===== config.mk =====
export PLATFORM = sky130hd
export DESIGN_NAME = porq_cmd_queue
export DESIGN_NICKNAME = d
export VERILOG_FILES = /design/src/hdl/pattern_occurrence_range_query_unit_defines.svh /design/src/hdl/porq_pkg.sv /design/src/hdl/porq_cmd_queue.sv
export SDC_FILE = /design/constraint.sdc
export NUM_CORES = 1
export LEC_CHECK = 0
export BUFFER_PORTS_ARGS = -buffer_cell sky130_fd_sc_hd__buf_2
export CORE_MARGIN = 1.5
export CORE_UTILIZATION = 45
export CTS_CLUSTER_SIZE = 30
export DETAILED_ROUTE_END_ITERATION = 12
export PLACE_DENSITY_LB_ADDON = 0.15
export REMOVE_ABC_BUFFERS = 1
export SYNTH_ARGS = -nofsm -noshare
export SYNTH_HDL_FRONTEND = slang
export SYNTH_SLANG_ARGS = --single-unit

===== constraint.sdc =====
create_clock -name clock -period 2.1 [get_ports clock]
set_input_delay 0.42 -clock clock [delete_from_list [all_inputs] [get_ports clock]]
set_output_delay 0.42 -clock clock [all_outputs]
set_load 0.01 [all_outputs]

===== src/hdl/pattern_occurrence_range_query_unit_defines.svh =====
// Assertion macros used by the file that carries the concurrent checks.
`ifndef PATTERN_OCCURRENCE_RANGE_QUERY_UNIT_DEFINES_SVH
`define PATTERN_OCCURRENCE_RANGE_QUERY_UNIT_DEFINES_SVH

// The consequent must hold in the same cycle as the antecedent.
`define PORQ_ASSERT_SAME(lbl, clk, rst, ante, cons, msg) \
   lbl: assert property (@(posedge clk) disable iff (rst) (ante) |-> (cons)) else $error(msg);

// The consequent must hold in the cycle after the antecedent.
`define PORQ_ASSERT_NEXT(lbl, clk, rst, ante, cons, msg) \
   lbl: assert property (@(posedge clk) disable iff (rst) (ante) |=> (cons)) else $error(msg);

`endif


===== src/hdl/porq_pkg.sv =====
package porq_pkg;

   localparam int TEXT_MAX    = 4096;
   localparam int PATTERN_MAX = 32;
   localparam int POS_W       = $clog2(TEXT_MAX);
   localparam int CNT_W       = POS_W + 1;
   localparam int RANGE_W     = 13;
   localparam int CMP_W       = ((RANGE_W > CNT_W) ? RANGE_W : CNT_W) + 1;
   localparam int LEN_W       = 6;
   localparam int PI_W        = 5;
   localparam int CSR_IDX_W   = 3;
   localparam int CSR_DATA_W  = 64;
   localparam int PAT_WORDS   = 4;
   localparam int CMD_DEPTH   = 4;

   localparam logic [1:0] OP_APPEND = 2'd0;
   localparam logic [1:0] OP_QUERY  = 2'd1;
   localparam logic [1:0] OP_CLEAR  = 2'd2;

   localparam logic [CSR_IDX_W-1:0] CSR_PLEN = 3'd0;
   localparam logic [CSR_IDX_W-1:0] CSR_PAT0 = 3'd1;
   localparam logic [CSR_IDX_W-1:0] CSR_PAT1 = 3'd2;
   localparam logic [CSR_IDX_W-1:0] CSR_PAT2 = 3'd3;
   localparam logic [CSR_IDX_W-1:0] CSR_PAT3 = 3'd4;

   typedef struct packed {
      logic [1:0]         op;
      logic [POS_W-1:0]   start;
      logic [RANGE_W-1:0] thr;
      logic [RANGE_W-1:0] last;
      logic [LEN_W-1:0]   len;
   } cmd_type;

   typedef struct packed {
      logic [CNT_W-1:0] text_len;
   } front_status_type;

   typedef struct packed {
      logic [CNT_W-1:0] occ_count;
   } back_status_type;

   // Pattern length in use: zero acts as one, anything above the maximum as the maximum.
   function automatic logic [LEN_W-1:0] eff_len(input logic [LEN_W-1:0] n);
      logic [LEN_W-1:0] r;
      r = n;
      if (n == '0) r = LEN_W'(1);
      if (n > LEN_W'(PATTERN_MAX)) r = LEN_W'(PATTERN_MAX);
      return r;
   endfunction

endpackage


===== src/hdl/porq_cmd_queue.sv =====
module porq_cmd_queue (
   input  logic             clock,
   input  logic             reset,
   input  logic             push,
   input  porq_pkg::cmd_type cmd_in,
   output logic             full,
   input  logic             pop,
   output porq_pkg::cmd_type cmd_out,
   output logic             empty
);
   import porq_pkg::*;

   localparam int QA_W = $clog2(CMD_DEPTH);

   cmd_type         slot_ff [CMD_DEPTH];
   logic [QA_W-1:0] wp_ff, rp_ff;
   logic [QA_W:0]   cnt_ff;
   logic            do_push, do_pop;

   assign full    = (cnt_ff == (QA_W + 1)'(CMD_DEPTH));
   assign empty   = (cnt_ff == '0);
   assign do_push = push && !full;
   assign do_pop  = pop && !empty;
   assign cmd_out = slot_ff[rp_ff];

   always_ff @(posedge clock) begin
      if (do_push) begin
         slot_ff[wp_ff] <= cmd_in;
      end
      if (reset) begin
         wp_ff  <= '0;
         rp_ff  <= '0;
         cnt_ff <= '0;
      end else begin
         if (do_push) wp_ff <= wp_ff + QA_W'(1);
         if (do_pop)  rp_ff <= rp_ff + QA_W'(1);
         if (do_push && !do_pop) cnt_ff <= cnt_ff + (QA_W + 1)'(1);
         else if (do_pop && !do_push) cnt_ff <= cnt_ff - (QA_W + 1)'(1);
      end
   end
endmodule


## Word level (Yosys, flattened, before mapping)

Memory sizes are Yosys's and may differ from the RTL's. A register that Yosys moved wholly into a read port is not among the register bits.
Index checks and enable logic that the tools add are counted.

- Register bits after elaboration: 7
- Memory bits (writable): 184
- Output and inout port bits: 48
- Logic and storage cells: 25
- Memories kept: 1

Memory list:

| name | words | bits a word | read ports | clocked after memory_dff | wr ports | RTL line | text |
|---|---|---|---|---|---|---|---|
| slot_ff | 4 | 46 | 1 | 1 | 1 | porq_cmd_queue.sv:15 | `cmd_type slot_ff [CMD_DEPTH];` |

- Add/subtract/negate cells: 4
- Equality and inequality tests: 1
- Muxes and demuxes: 6
- Reductions and logical operators: 10

Operators with widths:

| operator | count |
|---|---|
| 2-to-1 mux 3 bit | 2 |
| adder 2 x 1 -> 2 bit (second input constant) | 2 |
| logical AND 1 bit | 4 |
| logical NOT 1 bit | 4 |
| 2-to-1 mux 2 bit | 2 |
| adder 3 x 1 -> 3 bit (second input constant) | 1 |
| == test 3 bit (second input constant) | 1 |
| logical NOT 3 bit | 1 |
| subtractor 3 x 1 -> 3 bit (second input constant) | 1 |
| 2-to-1 mux 1 bit | 2 |
| nonzero test 2 bit | 1 |

## Longest topological paths before layout

- Word-level depth: 7
- Mapped depth: 8
- Depth with buffers taken out: 8

## Worst setup path before layout

No wires, ideal clock.

- Path kind: register to register
- From: register cnt_ff[0]
- To: memory slot_ff[2][0] in the netlist's numbering (enable)
- Arrival: 1963 ps
- Slack: -271 ps
- Cell stages (with the launch flop): 4
- Path buffers: 0
- Clock period less this slack: 2371 ps
- Path through: dfxtp_1 -> nor3b_2 -> nor2_1 -> and2_1

- Word-level cells in the longest chain between the ends: 5

RTL lines:

| element | RTL line | text |
|---|---|---|
| start: declaration | porq_cmd_queue.sv:17 | `logic [QA_W:0] cnt_ff;` |
| start signal: assignment | porq_cmd_queue.sv:37 | `if (do_push && !do_pop) cnt_ff <= cnt_ff + (QA_W + 1)'(1);` |
| start signal: assignment | porq_cmd_queue.sv:38 | `else if (do_pop && !do_push) cnt_ff <= cnt_ff - (QA_W + 1)'(1);` |
| == test 3 bit | porq_cmd_queue.sv:20 | `assign full = (cnt_ff == (QA_W + 1)'(CMD_DEPTH));` |
| net full | porq_cmd_queue.sv:6 | `output logic full,` |
| logical NOT 1 bit | porq_cmd_queue.sv:22 | `assign do_push = push && !full;` |
| logical AND 1 bit | porq_cmd_queue.sv:22 |  |
| net do_push | porq_cmd_queue.sv:18 | `logic do_push, do_pop;` |
| 2-to-1 mux 1 bit | porq_cmd_queue.sv:27 | `if (do_push) begin` |
| 2-to-1 mux 1 bit (implied by the code) | porq_cmd_queue.sv:28 | `slot_ff[wp_ff] <= cmd_in;` |
| end: declaration | porq_cmd_queue.sv:15 |  |

The timed path passes the listed nets, and every way through them passes these cells.

==> impl_metrics.yaml <==
routing:
  via_per_inst: 5.077
  ant_nets: 0
  drc: 0
  dr.pass1.iters: 4
  wl_per_cell_um: 19.72
  drtIter0Drc: 196
  via_count: 3249
  drt_wl_total_um: 12620
floorplan:
  io_pins: 98
  rows: 45
  initial_core_util_pct: 46.61
  core_um2: 15370
  die_w_um: 129.2
  die_h_um: 129.2
  die-area_um2: 16690
yosys:
  ys_seq_area_share_pct: 79.64
  synth_top_area_share_pct: 77.12
  ys_ff_latch: 193
  yosys-top-cells-area: "edfxtp_1, mux4_2, dfxtp_1"
  avgSynthCellArea_um2: 24.88
  synth_cells: 288
  synth_top_cell_by_area: "edfxtp_1"
  syn-cell-area_um2: 7164
  ys_types: 24
  synth_warnings: 0
flow_run:
  maxCapViolCount: 0
pwr:
  powerDensity_nw_per_um2: 1219
  p_sw_uw: 2845
  power_switching_share_pct: 26.09
  clockPowerShare_pct: 27.7
  intPower_uw: 8059
  pwr-share-comb_pct: 28.4
  p_seq_share_pct: 43.8
  leakagePower_uw: 0.003041
  vdd_drop_max_v: 0.0006492
placed_design:
  place_ws_ns: 0.01790
  io_buffer_count: 97
  place_congestion: 0.7205
  dp_hpwl_um: 7587
clock_network:
  cts_tree: "done"
  numCtsBuffers: 17
  cts-root-buf: "clkbuf_16"
  cts_buffer_depth: 2
  clock-sinks: 193
  path_clk_slew_ns: 0.07
  hold_buffers: 0
  cts.htree.levels: 4
  insertion_delay_ns: 0.42
timing:
  maxSlewViolCount: 0
  fin_crit_sh_pct: 103.5
  worst_slack_ns: -0.07447
  whs_ns: 0.2102
  setup-violations-final: 42
  fin_skew_ns: 0.006353
  worst_pin_slew_ns: 0.4541
  fin_crit_ns: 2.174
  fmax_ghz: 0.4599
  hold_viol_final: 0
  maxSlewHeadroom_pct: 69.34
  rsz0062_at_grt: "true"
  setup_tns_ns: -2.022
grt:
  grt_max_degree: 27
  overflow: 0
  antenna_found_initial: 1
  grt_pass1_wl_um: 19290
  grt_util_all_layers_pct: 16.14
  first_global_vias: 3549
hold_path:
  min_path_type: "in -> reg"
  hold_depth: 1
  worstHoldStart: "cmd_in[23]"
  worstHoldEndpoint: "slot_ff[1][23]"
critical_path:
  critPathSlowestCell: "mux4_2"
  worst-setup-path-type: "reg -> out"
  max_stage_delay_ns: 0.53
  endpoint_kind: "output port"
  required_ns: 1.68
  cp_cell_sequence: "buf_8 > buf_12 > mux4_2 > buf_6"
  r2r-start: "cnt_ff[2]"
  cp_max_fo: 6
  rr_worst_depth: 8
  reg2reg_slack_ns: 0.16
  reg2reg_to: "cnt_ff[2]"
  startpoint_type: "register"
  cp.arrival_ns: 1.75
cells_and_area:
  num-fill-cells: 1145
  insertedDiodeCount: 0
  drive_above_1_share_pct: 48.48
  areaGrowthSynthToFinish_pct: 24.85
  final_nets: 472
status:
  status: "finished with violations"
  violations: "setup timing"
[registers in the layout, indices dropped and copies added, names as in the netlist, named ones only]
signal / count
wp_ff: 2
cnt_ff: 3
slot_ff: 184
rp_ff: 2
[power groups by stage]
stage | Clock (uW) | Sequential [uW] | Combinational [uW]
CTS | 3110 | 4810 | 2710
finish | 3020 | 4780 | 3100
detailed placement | 0 | 4910 | 2450
floorplan | 0 | 5010 | 1290
global placement | 0 | 4880 | 2440
global route | 3250 | 4810 | 3340
[layer usage]
metal,up-vias,global-route usage [%],wire length [um]
met3,7,4.789,636
met2,76,27.32,6613
met5,-,0,0
met4,0,6.147,125
li1,1469,-,-
met1,1697,19.73,5244
[worst max path at each step]
| stage | from | end | depth (start not counted) |
|---|---|---|---|
| after global placement | cnt_ff[1] | cnt_ff[2] | 7 |
| after detailed placement | cnt_ff[1] | cnt_ff[2] | 7 |
| after CTS | register | cmd_out[11] | 3 |
| after floorplan | register | cmd_out[30] | 1 |
| after global routing | register | cmd_out[21] | 4 |
| final | register | cmd_out[11] | 4 |
[synthesized netlist by cell type (all sizes together)]
library cell,n
or3,2
clkbuf,2
mux2i,2
inv,4
nor2,6
fa,1
xor2,4
o21ai,2
edfxtp,184
nand2b,2
o311ai,1
o31ai,1
nor3,1
buf,9
dfxtp,9
mux4,46
ha,5
a21oi,2
and2,4
nor3b,1
[area by class of cell]
class | instances | area (um^2) | area share, %
Clock buffer | 17 | 425.4 | 4.756
Clock inverter | 15 | 133.9 | 1.497
Inverter | 4 | 15.01 | 0.1679
Multi-Input combinational cell | 80 | 1328 | 14.84
Sequential cell | 193 | 5714 | 63.88
Tap cell | 211 | 264.0 | 2.951
Timing Repair Buffer | 120 | 1065 | 11.90
[cells by family (layout without fill, tap and decap cells)]
| family | Yosys count | in the layout | synth area share [%] |
|---|---|---|---|
| buffers and inverters | 15 | 156 | 1.886 |
| AND/OR/NAND/NOR | 16 | 16 | 1.257 |
| AO/OA/AOI/OAI | 6 | 6 | 0.5763 |
| multiplexers | 48 | 48 | 15.00 |
| flip-flops | 193 | 193 | 79.64 |
| XOR/XNOR | 4 | 4 | 0.4889 |
| adder cells (fa/ha/maj) | 6 | 6 | 1.153 |
[per-stage QoR]
| step | cell area, um^2 | util [%] | std cells | power, uW |
|---|---|---|---|---|
| 2_1_floorplan | 7044 | - | 277 | 6302 |
| 3_3_place_gp | 8061 | 52.45 | 601 | 7325 |
| 3_5_place_dp | 8061 | 52.45 | 601 | 7359 |
| 4_1_cts | 8720 | 56.73 | 635 | 10630 |
| 5_1_grt | 8945 | 58.19 | 640 | 11400 |
| 6_report | 8945 | 58.19 | 640 | 10900 |
[cell usage in the layout (no fill, tap or decap), types with 2 or more instances in the layout]
cell type	n
inv_8	2
ha_1	4
clkbuf_16	19
buf_12	11
clkinv_4	2
mux2i_1	2
inv_6	3
a21oi_1	2
dfxtp_2	4
clkinv_1	2
dfxtp_1	4
buf_2	65
edfxtp_1	184
inv_1	4
nor2_1	6
clkinv_2	3
xor2_1	4
and2_2	4
buf_4	4
clkinvlp_4	2
nand2b_1	2
mux4_2	45
or3_1	2
o21ai_0	2
buf_8	3
buf_6	35
[worst max-delay path: cells and delay by family (launching register included)]
| family | cells | cell delay [ns] |
|---|---|---|
| buf+inv | 3 | 0.42 |
| mux | 1 | 0.53 |
| flops | 1 | 0.38 |
[timing repair]
item	in CTS	in global routing
buffers inserted	2	4
endpoints found under the setup margin	44	47
gates resized for setup	22	35
cloned	0	2
endpoints found under the hold margin	0	0
pin swaps	0	1
(Power assumes the default switching activity.)
